$ cat src/rtl/dsu_pkg.sv
`timescale 1ns / 1ps

package dsu_pkg;

    // Table geometry
    localparam int NODES  = 1024;
    localparam int NODE_W = $clog2(NODES);
    localparam int SIZE_W = NODE_W + 1;
    localparam int OUT_W  = 10;
    localparam logic [OUT_W-1:0] OUT_MAX = '1;

    // Microprogram step addresses
    localparam int UPC_W = 4;
    typedef logic [UPC_W-1:0] t_upc;

    localparam t_upc UPC_CLR    = 4'd0;
    localparam t_upc UPC_IDLE   = 4'd1;
    localparam t_upc UPC_LDA    = 4'd2;
    localparam t_upc UPC_WALKA  = 4'd3;
    localparam t_upc UPC_BRANCH = 4'd4;
    localparam t_upc UPC_WALKB  = 4'd5;
    localparam t_upc UPC_TEST   = 4'd6;
    localparam t_upc UPC_LINK   = 4'd7;
    localparam t_upc UPC_QOUT   = 4'd8;

    // Source of the walk cursor (also the memory read address)
    typedef enum logic [1:0] {
        CUR_HOLD,
        CUR_NA,
        CUR_NB,
        CUR_PAR
    } t_cur_sel;

    // Which root/size pair captures the walk result
    typedef enum logic [1:0] {
        SAVE_NONE,
        SAVE_RA,
        SAVE_RB
    } t_save_sel;

    // Branch conditions reported by the datapath
    typedef enum logic [2:0] {
        COND_ACCEPT,
        COND_CLR_LAST,
        COND_ROOT,
        COND_QUERY,
        COND_SAME,
        COND_OUT_FREE
    } t_cond;

    // Sequencing mode of a control word
    typedef enum logic [1:0] {
        NXT_STEP,
        NXT_JUMP,
        NXT_JUMP_IF,
        NXT_WAIT_IF
    } t_nxt;

    typedef struct packed {
        logic      ready;
        t_cur_sel  cur_sel;
        t_save_sel save_sel;
        logic      link_wr;
        logic      out_ld;
        logic      clr;
    } t_ctrl;

    typedef struct packed {
        logic accept;
        logic clr_last;
        logic root;
        logic query;
        logic same;
        logic out_free;
    } t_stat;

    typedef struct packed {
        t_ctrl ctrl;
        t_nxt  nxt;
        t_cond cond;
        t_upc  target;
    } t_uword;

endpackage

$ cat src/rtl/dsu_useq.sv
`timescale 1ns / 1ps

module dsu_useq import dsu_pkg::*; (
    input  logic  i_clk,
    input  logic  i_rst_n,
    input  t_stat i_stat,
    output t_ctrl o_ctrl
);

    // Control store: one word per step
    function automatic t_uword ucode(input t_upc pc);
        t_uword w;
        w.ctrl = '{ready: 1'b0, cur_sel: CUR_HOLD, save_sel: SAVE_NONE,
                   link_wr: 1'b0, out_ld: 1'b0, clr: 1'b0};
        w.nxt    = NXT_JUMP;
        w.cond   = COND_ACCEPT;
        w.target = UPC_IDLE;
        unique case (pc)
            UPC_CLR: begin
                w.ctrl.clr = 1'b1;
                w.nxt      = NXT_WAIT_IF;
                w.cond     = COND_CLR_LAST;
                w.target   = UPC_IDLE;
            end
            UPC_IDLE: begin
                w.ctrl.ready = 1'b1;
                w.nxt        = NXT_WAIT_IF;
                w.cond       = COND_ACCEPT;
                w.target     = UPC_LDA;
            end
            UPC_LDA: begin
                w.ctrl.cur_sel = CUR_NA;
                w.nxt          = NXT_STEP;
            end
            UPC_WALKA: begin
                w.ctrl.cur_sel  = CUR_PAR;
                w.ctrl.save_sel = SAVE_RA;
                w.nxt           = NXT_WAIT_IF;
                w.cond          = COND_ROOT;
                w.target        = UPC_BRANCH;
            end
            UPC_BRANCH: begin
                w.ctrl.cur_sel = CUR_NB;
                w.nxt          = NXT_JUMP_IF;
                w.cond         = COND_QUERY;
                w.target       = UPC_QOUT;
            end
            UPC_WALKB: begin
                w.ctrl.cur_sel  = CUR_PAR;
                w.ctrl.save_sel = SAVE_RB;
                w.nxt           = NXT_WAIT_IF;
                w.cond          = COND_ROOT;
                w.target        = UPC_TEST;
            end
            UPC_TEST: begin
                w.nxt    = NXT_JUMP_IF;
                w.cond   = COND_SAME;
                w.target = UPC_IDLE;
            end
            UPC_LINK: begin
                w.ctrl.link_wr = 1'b1;
                w.nxt          = NXT_JUMP;
                w.target       = UPC_IDLE;
            end
            UPC_QOUT: begin
                w.ctrl.out_ld = 1'b1;
                w.nxt         = NXT_WAIT_IF;
                w.cond        = COND_OUT_FREE;
                w.target      = UPC_IDLE;
            end
            default: begin
                w.nxt    = NXT_JUMP;
                w.target = UPC_IDLE;
            end
        endcase
        return w;
    endfunction

    t_upc   r_upc;
    t_upc   n_upc;
    t_uword w_cur;
    logic   w_hit;

    assign w_cur  = ucode(r_upc);
    assign o_ctrl = w_cur.ctrl;

    // Select the branch condition
    always_comb begin
        unique case (w_cur.cond)
            COND_ACCEPT:   w_hit = i_stat.accept;
            COND_CLR_LAST: w_hit = i_stat.clr_last;
            COND_ROOT:     w_hit = i_stat.root;
            COND_QUERY:    w_hit = i_stat.query;
            COND_SAME:     w_hit = i_stat.same;
            COND_OUT_FREE: w_hit = i_stat.out_free;
            default:       w_hit = 1'b0;
        endcase
    end

    // Advance, jump or hold the step counter
    always_comb begin
        unique case (w_cur.nxt)
            NXT_STEP:    n_upc = r_upc + t_upc'(1);
            NXT_JUMP:    n_upc = w_cur.target;
            NXT_JUMP_IF: n_upc = w_hit ? w_cur.target : r_upc + t_upc'(1);
            NXT_WAIT_IF: n_upc = w_hit ? w_cur.target : r_upc;
            default:     n_upc = UPC_IDLE;
        endcase
    end

    always_ff @(posedge i_clk) begin
        if (!i_rst_n) begin
            r_upc <= UPC_CLR;
        end else begin
            r_upc <= n_upc;
        end
    end

    // An accepted request always starts the first root walk
    a_accept_starts: assert property (@(posedge i_clk) disable iff (!i_rst_n)
        i_stat.accept |=> (r_upc == UPC_LDA))
        else $error("accepted request did not start the walk");

    // The step counter never leaves the written program
    a_upc_range: assert property (@(posedge i_clk) disable iff (!i_rst_n)
        r_upc <= UPC_QOUT)
        else $error("step counter outside the program");

    // A join always goes on to the second walk
    a_join_walks_b: assert property (@(posedge i_clk) disable iff (!i_rst_n)
        (r_upc == UPC_BRANCH && !i_stat.query) |=> (r_upc == UPC_WALKB))
        else $error("join skipped the second walk");

endmodule

$ cat config.mk
export PLATFORM = sky130hd
export DESIGN_NAME = dsu_useq
export DESIGN_NICKNAME = d
export VERILOG_FILES = /design/src/rtl/dsu_pkg.sv /design/src/rtl/dsu_useq.sv
export SDC_FILE = /design/constraint.sdc
export NUM_CORES = 1
export LEC_CHECK = 0
export BUFFER_PORTS_ARGS = -buffer_cell sky130_fd_sc_hd__buf_2
export CELL_PAD_IN_SITES_DETAIL_PLACEMENT = 0
export CELL_PAD_IN_SITES_GLOBAL_PLACEMENT = 1
export CORE_MARGIN = 1.5
export CORE_UTILIZATION = 29
export DETAILED_ROUTE_END_ITERATION = 10
export PLACE_DENSITY = 0.66
export SLEW_MARGIN = 20
export SYNTH_ARGS = -nofsm -noshare
export SYNTH_HDL_FRONTEND = slang
export SYNTH_SLANG_ARGS = --single-unit
export TNS_END_PERCENT = 5
$ cat constraint.sdc
create_clock -name i_clk -period 2.2 [get_ports i_clk]
set_input_delay 0.44 -clock i_clk [delete_from_list [all_inputs] [get_ports i_clk]]
set_output_delay 0.44 -clock i_clk [all_outputs]
set_load 0.01 [all_outputs]
# ---- Word-level counts from Yosys, hierarchy flattened
# Index checks and enable logic that the tools add are counted.
dict set report word_totals {
  inputBits 8
  elab_cells 38
  out_inout_bits 8
  ff_bits 4
}
dict set report op_classes {
  mux 13
  eq_ne 17
  reduce_logical 6
  addsub 1
}
# cell n
set ops {}
lappend ops {{$pmux 4 s4} 2}
lappend ops {{$eq 4x3->1 const B} 4}
lappend ops {{$pmux 3 s5} 1}
lappend ops {{$pmux 2 s3} 2}
lappend ops {{$eq 4x2->1 const B} 2}
lappend ops {{$mux 4} 2}
lappend ops {{$eq 3x2->1 const B} 2}
lappend ops {{$eq 3x3->1 const B} 2}
lappend ops {{$pmux 1 s6} 1}
lappend ops {{$reduce_or 5->1} 1}
lappend ops {{$add 4x1->4 const B} 1}
lappend ops {{$eq 2x2->1 const B} 2}
lappend ops {{$eq 4x1->1 const B} 1}
lappend ops {{$eq 4x4->1 const B} 1}
lappend ops {{$logic_not 4->1} 1}
lappend ops {{$mux 1} 4}
lappend ops {{$pmux 2 s2} 1}
lappend ops {{$reduce_or 2->1} 2}
lappend ops {{$eq 3x1->1 const B} 1}
lappend ops {{$logic_not 3->1} 1}
lappend ops {{$eq 2x1->1 const B} 1}
lappend ops {{$logic_not 2->1} 1}
lappend ops {{$ne 2x2->1 const B} 1}

# ---- Longest topological paths before layout
# Gate-level depths: netlist (run 1).
dict set report logic_depth {
  depth_word 7
  ltp_mapped 8
  ltp_nobuf 7
}

# ---- Worst setup path before layout (run 1)
# OpenSTA, ideal clock, no wires.
dict set report synth_timing {
  kind {register to register}
  startpoint {reg r_upc[0]}
  endpoint {reg r_upc[0]}
  path_buffers 1
  period_less_slack_ns 1.864
  setup_time_ns 0.122
  setup_slack_ns 0.336
  required_ns 2.078
  path_stages_with_launch 9
  t_arrival_ns 1.743
  path_cell_list {dfxtp_1 inv_1 ha_1 buf_6 nor2b_4 a32o_2 o32ai_4 o21ai_0 o311a_1}
}
dict set report synth_between {
  elab_chain_cells 7
  word_cells_on_any_way 30
  classes_between {1 x add/sub; 16 x eq/ne; 7 x mux; 6 x reduce/logical}
}
# item line_no
set synth_rtl {}
lappend synth_rtl {{start, declared} dsu_useq.sv:79} ;# t_upc r_upc;
lappend synth_rtl {{start signal, assigned} dsu_useq.sv:115} ;# r_upc <= n_upc;
lappend synth_rtl {{$eq 4x3->1 or $eq 4x2->1 (tied branches)} dsu_useq.sv:18} ;# unique case (pc)
lappend synth_rtl {{$reduce_or 2->1 (no line)} -}
lappend synth_rtl {{$pmux 3 s5} dsu_useq.sv:18}
lappend synth_rtl {{$eq 3x3->1, or another cell as far along} dsu_useq.sv:89} ;# unique case (w_cur.cond)
lappend synth_rtl {{$pmux 1 s6} dsu_useq.sv:89}
lappend synth_rtl {{$mux 4} dsu_useq.sv:105} ;# NXT_JUMP_IF: n_upc = w_hit ? w_cur.target : r_upc + t_upc'(1);
lappend synth_rtl {{$pmux 4 s4} dsu_useq.sv:102} ;# unique case (w_cur.nxt)
# Parallel ways exist; a longest one is shown, timed or not. The select of a mux whose other input is x is not followed.
# A chain may end at the register's enable or synchronous reset.

==> out/summary.md, run 1 <==
### Synth
- post-synthesis cell type with the largest combined area: dfxtp_1
- count of synthesis-stage warnings from yosys: 0
- sequential share of the synthesized area: 13.62%
- flip-flop and latch count after synthesis: 4
- Synth Cell Area: 588.1 um^2
- synthesized instance count: 64
- average size of a mapped cell: 9.189 um^2
- net count after synthesis: 76
- Unique masters post-synth: 37
- Synth top area share: 13.62%
- largest cells by area after synthesis: dfxtp_1 (14%), ha_1 (8.5%), buf_6 (5.7%)

### Clocking
- Clock H-tree levels: 1
- number of clock buffers inserted by TritonCTS: 3
- clock root buffer master: clkbuf_4
- clock tree buffer depth: 2
- count of clock tree sinks: 4
- # Post-CTS Setup Buffers: 0
- clock latency at the later pin of the worst-skew pair: 230 ps
- clock-pin transition on the worst setup and hold timing paths: 40 ps
- clock tree from TritonCTS: built

### Timing
- Worst slew margin: 73.60%
- worst-case clock skew: 2.743 ps
- final-report max-slew violation count: 0
- hold slack: 519.0 ps
- Tcrit/Tclk final: 94.58%
- unrepaired setup endpoints after global routing: no
- post-layout min period: 2081 ps
- count of endpoints failing hold in the final timing report: 0
- Least-Margin Pin Slew: 396.1 ps
- final count of negative-setup-slack endpoints: 0
- max frequency: 480.6 MHz
- final setup TNS: 0 ps

### Setup path
- category of the critical setup timing path: flip-flop to primary output
- Worst setup SP type: flip-flop
- critical path, cell by cell: inv_1 > ha_2 > nor2_2 > a211oi_4 > buf_2
- crit-path max FO: 9
- Critical Path Slowest Stage Cell: dfxtp_1
- worst stage delay on the critical path: 340 ps
- Reg-to-Reg Start: r_upc[0]
- category of cells accounting for the largest share of critical-path delay: flip-flops
- WP data required: 1760 ps
- Worst Setup End Kind: primary output
- Crit path buffers/inverters: 2
- signal arrival time at the worst endpoint: 1640 ps
- startpoint of the worst setup timing path: r_upc[0]

### Floorplanning
- overall die width: 48.03 um
- Core Box Area: 1942 um^2
- starting density of the core: 30.28%
- Die Ht: 48.03 um
- Row Count: 16
- ports placed on the boundary: 16
- die area: 2307 um^2

### Pwr
- net switching power figure: 0.0003840 W
- internal power: 0.0004387 W
- part of the total power dissipated in sequential elements: 14.2%
- power density of the placed cells: 1158 nW/um^2
- worst IR drop on VDD: 0.0003453 V
- share of power burned in the clock network: 10.9%
- fraction of power spent switching nets: 46.67%
- reported leakage power: 0.3033 nW
- logic gate share of total power: 75.0%

### Global routing
- number of antenna violations at the first check in global routing: 0
- routing usage on met1: 15.08%
- layer with the highest usage: met2
- vias in the first global route: 471
- met3 track utilization from global routing: 4.528%
- leftover overflow at the end of global routing: 0
- Total Routing Usage GR: 12.46%
- pin count of the biggest net entering global routing: 10
- met2 usage in global routing: 22.40%
- first-pass GRT wire length: 2056 um

### Finish
- Reg with most FFs: r_upc
- n_diodes: 0
- share of cells above drive strength 1: 47.56%
- NumNets Final: 96
- filler cell count: 228
- Cell Count, Final, Fillers Out: 109
- registers with the most flip-flops: r_upc: 4 flops
- Largest register FFs: 4
- relative area change from synthesis to final layout: 20.85%
- Layout Cell Area excl Fill: 710.7 um^2

### Drt
- count of antenna-violating nets left after detailed routing: 0
- Detailed Route Iter0 Violations: 0
- number of vias after detailed routing: 524
- number of remaining DRC errors: 0
- sum of routed wire length over all layers: 1314 um
- number of optimization iterations in the first detailed-route pass: 1
- post-detailed-route via-to-cell ratio: 4.807
- Routed wire per std cell: 12.06 um

### Min path
- start point of the worst min-delay path: i_rst_n
- worst hold-check path type: primary input to flip-flop

### Place
- instance area at placement: 685.7 um^2
- IO buf count: 15
- Detailed Place HPWL: 1076 um
- routability-driven placement congestion ratio: 0.7829
- number of instances in the placed design: 106

### Status
- result of the run: finished clean

### Flow run
- max-cap check violation count: 0

power groups by stage:
stage	sequential (W)	clock [W]	combinational, W
floorplan	0.000110	0	0.000505
global placement	0.000116	0	0.000617
detailed placement	0.000118	0	0.000617
CTS	0.000117	0.0000938	0.000618
global route	0.000119	0.0000990	0.000682
finish	0.000117	0.0000893	0.000617
stage by stage:
stage / utilization [%] / setup slack, ps / power, W
2_1_floorplan: - / 335.8 / 0.0006155
3_3_place_gp: 35.31 / 176.0 / 0.0007326
3_5_place_dp: 35.31 / 106.5 / 0.0007352
4_1_cts: 36.47 / 0.02165 / 0.0008290
5_1_grt: 36.60 / 31.81 / 0.0009003
6_report: 36.60 / 119.2 / 0.0008227
synth_stat cells:
cell	count
dfxtp_1	4
ha_1	4
inv_1	4
nor3_1	4
o21ai_0	4
and2_1	3
buf_6	3
mux2i_1	3
nor2_1	3
a21oi_1	2
and2_2	2
nor2_2	2
o31ai_1	2
a211oi_2	1
a211oi_4	1
a21boi_0	1
a221oi_2	1
a31oi_1	1
a32o_2	1
and2b_2	1
and2b_4	1
and4_2	1
nand2_1	1
nand2b_1	1
nand4_1	1
nor2b_1	1
nor2b_4	1
nor3_2	1
nor3_4	1
nor3b_2	1
o221ai_1	1
o22a_2	1
o311a_1	1
o31a_1	1
o32ai_4	1
or2_1	1
xnor2_1	1
worst paths after layout:
check	end	slack [ps]	depth (start not counted)
worst min-delay path	r_upc[2]	520	3
worst min register to register	r_upc[1]	580	1
worst max-delay path	o_ctrl[6]	120	5
worst max register to register	r_upc[0]	200	7
worst reg2reg max path: cells and delay by family, from the launching register on:
family / cells / cell delay, ps
AO/OA/AOI/OAI: 4 / 920
buffers and inverters: 1 / 110
flip-flops: 1 / 400
adder cells (fa/ha/maj): 1 / 270
AND/OR/NAND/NOR: 1 / 170
logic make-up (layout without fill, tap and decap cells):
group / after synthesis / after routing / synth area share (%)
compound gates: 19 / 19 / 31.06
xor+xnor: 1 / 1 / 1.490
fa+ha+maj: 4 / 4 / 8.511
buf+inv: 7 / 25 / 8.297
flops: 4 / 4 / 13.62
mux: 3 / 3 / 5.107
simple gates: 26 / 26 / 31.92
metal layers:
metal | part of all wire (%) | vias up
met5 | 0 | -
met3 | 4.5 | 0
met1 | 45 | 237
li1 | - | 276
met2 | 50 | 11
met4 | 0 | 0
layout make-up:
cell class	count	area [um^2]	area share, %
Tap cell	27	33.78	4.754
Sequential cell	4	80.08	11.27
Multi-Input combinational cell	53	461.7	64.96
Clock buffer	3	22.52	3.169
Inverter	4	15.01	2.113
Timing Repair Buffer	18	97.59	13.73
what timing repair did:
action / CTS / global route
hold buffers: 0 / 0
setup endpoints to repair: 0 / 4
gates resized for setup: 0 / 1
cells in the final DEF (no fill, tap or decap), drive strengths merged:
cell | Yosys | layout
a211oi | 2 | 2
a21boi | 1 | 1
a21oi | 2 | 2
a221oi | 1 | 1
a31oi | 1 | 1
a32o | 1 | 1
and2 | 5 | 5
and2b | 2 | 2
and4 | 1 | 1
buf | 3 | 18
clkbuf | 0 | 3
dfxtp | 4 | 4
ha | 4 | 4
inv | 4 | 4
mux2i | 3 | 3
nand2 | 1 | 1
nand2b | 1 | 1
nand4 | 1 | 1
nor2 | 5 | 5
nor2b | 2 | 2
nor3 | 6 | 6
nor3b | 1 | 1
o21ai | 4 | 4
o221ai | 1 | 1
o22a | 1 | 1
o311a | 1 | 1
o31a | 1 | 1
o31ai | 2 | 2
o32ai | 1 | 1
or2 | 1 | 1
xnor2 | 1 | 1
Note: power is estimated with default switching activity, not from simulation.
==> run 2, diff against run 1 <==
PLACE_DENSITY = unset   (was 0.66)
PLACE_DENSITY_LB_ADDON = 0.1   (was unset)
==> out/summary.md, run 2 (synthesis results as in run 1) <==
### Pwr
- logic gate share of total power: 75.0%
- internal power: 0.0004448 W
- share of power burned in the clock network: 10.8%
- net switching power figure: 0.0003935 W
- worst IR drop on VDD: 0.0004361 V
- part of the total power dissipated in sequential elements: 14.2%
- power density of the placed cells: 1171 nW/um^2
- total power: 0.0008383 W
- fraction of power spent switching nets: 46.94%
- reported leakage power: 0.3092 nW

### Drt
- number of vias after detailed routing: 543
- post-detailed-route via-to-cell ratio: 4.936
- number of remaining DRC errors: 0
- sum of routed wire length over all layers: 1441 um
- Routed wire per std cell: 13.10 um
- Detailed Route Iter0 Violations: 9
- number of optimization iterations in the first detailed-route pass: 5
- count of antenna-violating nets left after detailed routing: 0

### Finish
- commonest non-fill, non-tap cell in the layout: buf_2
- n_diodes: 0
- Reg with most FFs: r_upc
- registers with the most flip-flops: r_upc: 4 flops
- relative area change from synthesis to final layout: 21.70%
- share of cells above drive strength 1: 46.99%
- NumNets Final: 97
- Cell Count, Final, Fillers Out: 110
- Largest register FFs: 4

### Global routing
- pin count of the biggest net entering global routing: 9
- Total Routing Usage GR: 13.84%
- routing usage on met1: 17.56%
- vias in the first global route: 517
- met2 usage in global routing: 24.00%
- first-pass GRT wire length: 2208 um
- number of antenna violations at the first check in global routing: 0
- met3 track utilization from global routing: 3.774%
- leftover overflow at the end of global routing: 0
- layer with the highest usage: met2

### Clocking
- post-CTS sizing: 0
- clock-pin transition on the worst setup and hold timing paths: 40 ps
- clock latency at the later pin of the worst-skew pair: 240 ps
- Clock H-tree levels: 1
- clock tree from TritonCTS: built
- clock tree buffer depth: 2
- clock root buffer master: clkbuf_4
- number of clock buffers inserted by TritonCTS: 3
- count of clock tree sinks: 4
- # Post-CTS Setup Buffers: 0
- Hold-fix buffers, CTS: 0

### Setup path
- depth of the most critical reg-to-reg path: 7
- Worst setup SP type: flip-flop
- Worst Setup End Kind: primary output
- Critical Path Slowest Stage Cell: dfxtp_1
- startpoint of the worst setup timing path: r_upc[0]
- signal arrival time at the worst endpoint: 1600 ps
- WP data required: 1760 ps
- category of the critical setup timing path: flip-flop to primary output
- Reg-to-Reg Start: r_upc[0]
- critical path, cell by cell: inv_1 > ha_1 > nor2_2 > a211oi_4 > buf_2
- worst stage delay on the critical path: 340 ps
- R2R Path End: r_upc[0]
- crit-path max FO: 5
- internal reg-to-reg setup slack: 170 ps

### Min path
- Hold Path Cell Cnt: 3
- hold path endpoint: r_upc[2]
- start point of the worst min-delay path: i_rst_n
- worst hold-check path type: primary input to flip-flop

### Timing
- Tcrit/Tclk final: 92.81%
- final-report max-slew violation count: 0
- Worst slew margin: 70.76%
- count of endpoints failing hold in the final timing report: 0
- max frequency: 489.8 MHz
- unrepaired setup endpoints after global routing: no
- final count of negative-setup-slack endpoints: 0
- Least-Margin Pin Slew: 438.1 ps
- worst-case clock skew: 1.010 ps
- post-layout min period: 2042 ps
- final setup TNS: 0 ps

### Floorplanning
- Row Count: 16
- ports placed on the boundary: 16
- die area: 2307 um^2
- Die Ht: 48.03 um
- starting density of the core: 30.28%
- overall die width: 48.03 um
- Core Box Area: 1942 um^2

### Status
- result of the run: finished clean

### Place
- number of instances in the placed design: 107
- routability-driven placement congestion ratio: 0.7762
- Detailed Place HPWL: 1161 um
- IO buf count: 15

### Flow run
- max-cap check violation count: 0

## run 2: changes by cell type in the layout (fill, tap and decap cells not counted)
| cell | delta |
|---|---|
| buf_4 | +1 |
| ha_1 | +1 |
| ha_2 | -1 |
## run 2: how the worst max path moves through the flow
stage,to
final,o_ctrl[6]
after global routing,r_upc[0]
after CTS,o_ctrl[6]
after detailed placement,r_upc[0]
after global placement,r_upc[0]
after floorplan,r_upc[0]
## run 2: area by class of cell
type | count | area [um^2]
Multi-Input combinational cell | 53 | 459.2
Sequential cell | 4 | 80.08
Tap cell | 27 | 33.78
Fill cell | 214 | 1226
Inverter | 4 | 15.01
Timing Repair Buffer | 19 | 105.1
Clock buffer | 3 | 22.52
## run 2: power by group through the flow
stage / clock (W) / sequential (W) / combinational, W
after floorplan: 0 / 0.000110 / 0.000505
after detailed placement: 0 / 0.000119 / 0.000632
final: 0.0000903 / 0.000119 / 0.000629
after global routing: 0.0000955 / 0.000121 / 0.000690
after global placement: 0 / 0.000119 / 0.000639
after CTS: 0.0000921 / 0.000118 / 0.000635
## run 2: metrics by stage
step | area [um^2] | utilization (%) | hold WS (ps) | worst slack (ps)
6_report | 715.7 | 36.86 | 512.6 | 158.2
3_3_place_gp | 693.2 | 35.70 | 566.2 | 199.3
2_1_floorplan | 588.1 | - | 524.3 | 335.8
4_1_cts | 715.7 | 36.86 | 512.8 | 150.0
3_5_place_dp | 693.2 | 35.70 | 565.3 | 183.2
5_1_grt | 715.7 | 36.86 | 518.9 | 54.14
## run 2: critical path, delay by kind of cell, from the launching register on
kind	cells	cell delay [ps]
flip-flops	1	340
AO/OA/AOI/OAI	1	320
AND/OR/NAND/NOR	1	100
buffers and inverters	2	320
adder cells (fa/ha/maj)	1	290
## run 2: per-layer routing
metal	up-vias	part of all wire (%)	routed length, um
li1	276	-	-
met1	256	47	679
met2	11	48	693
met3	0	4.7	68
met4	0	0	0
met5	-	0	0
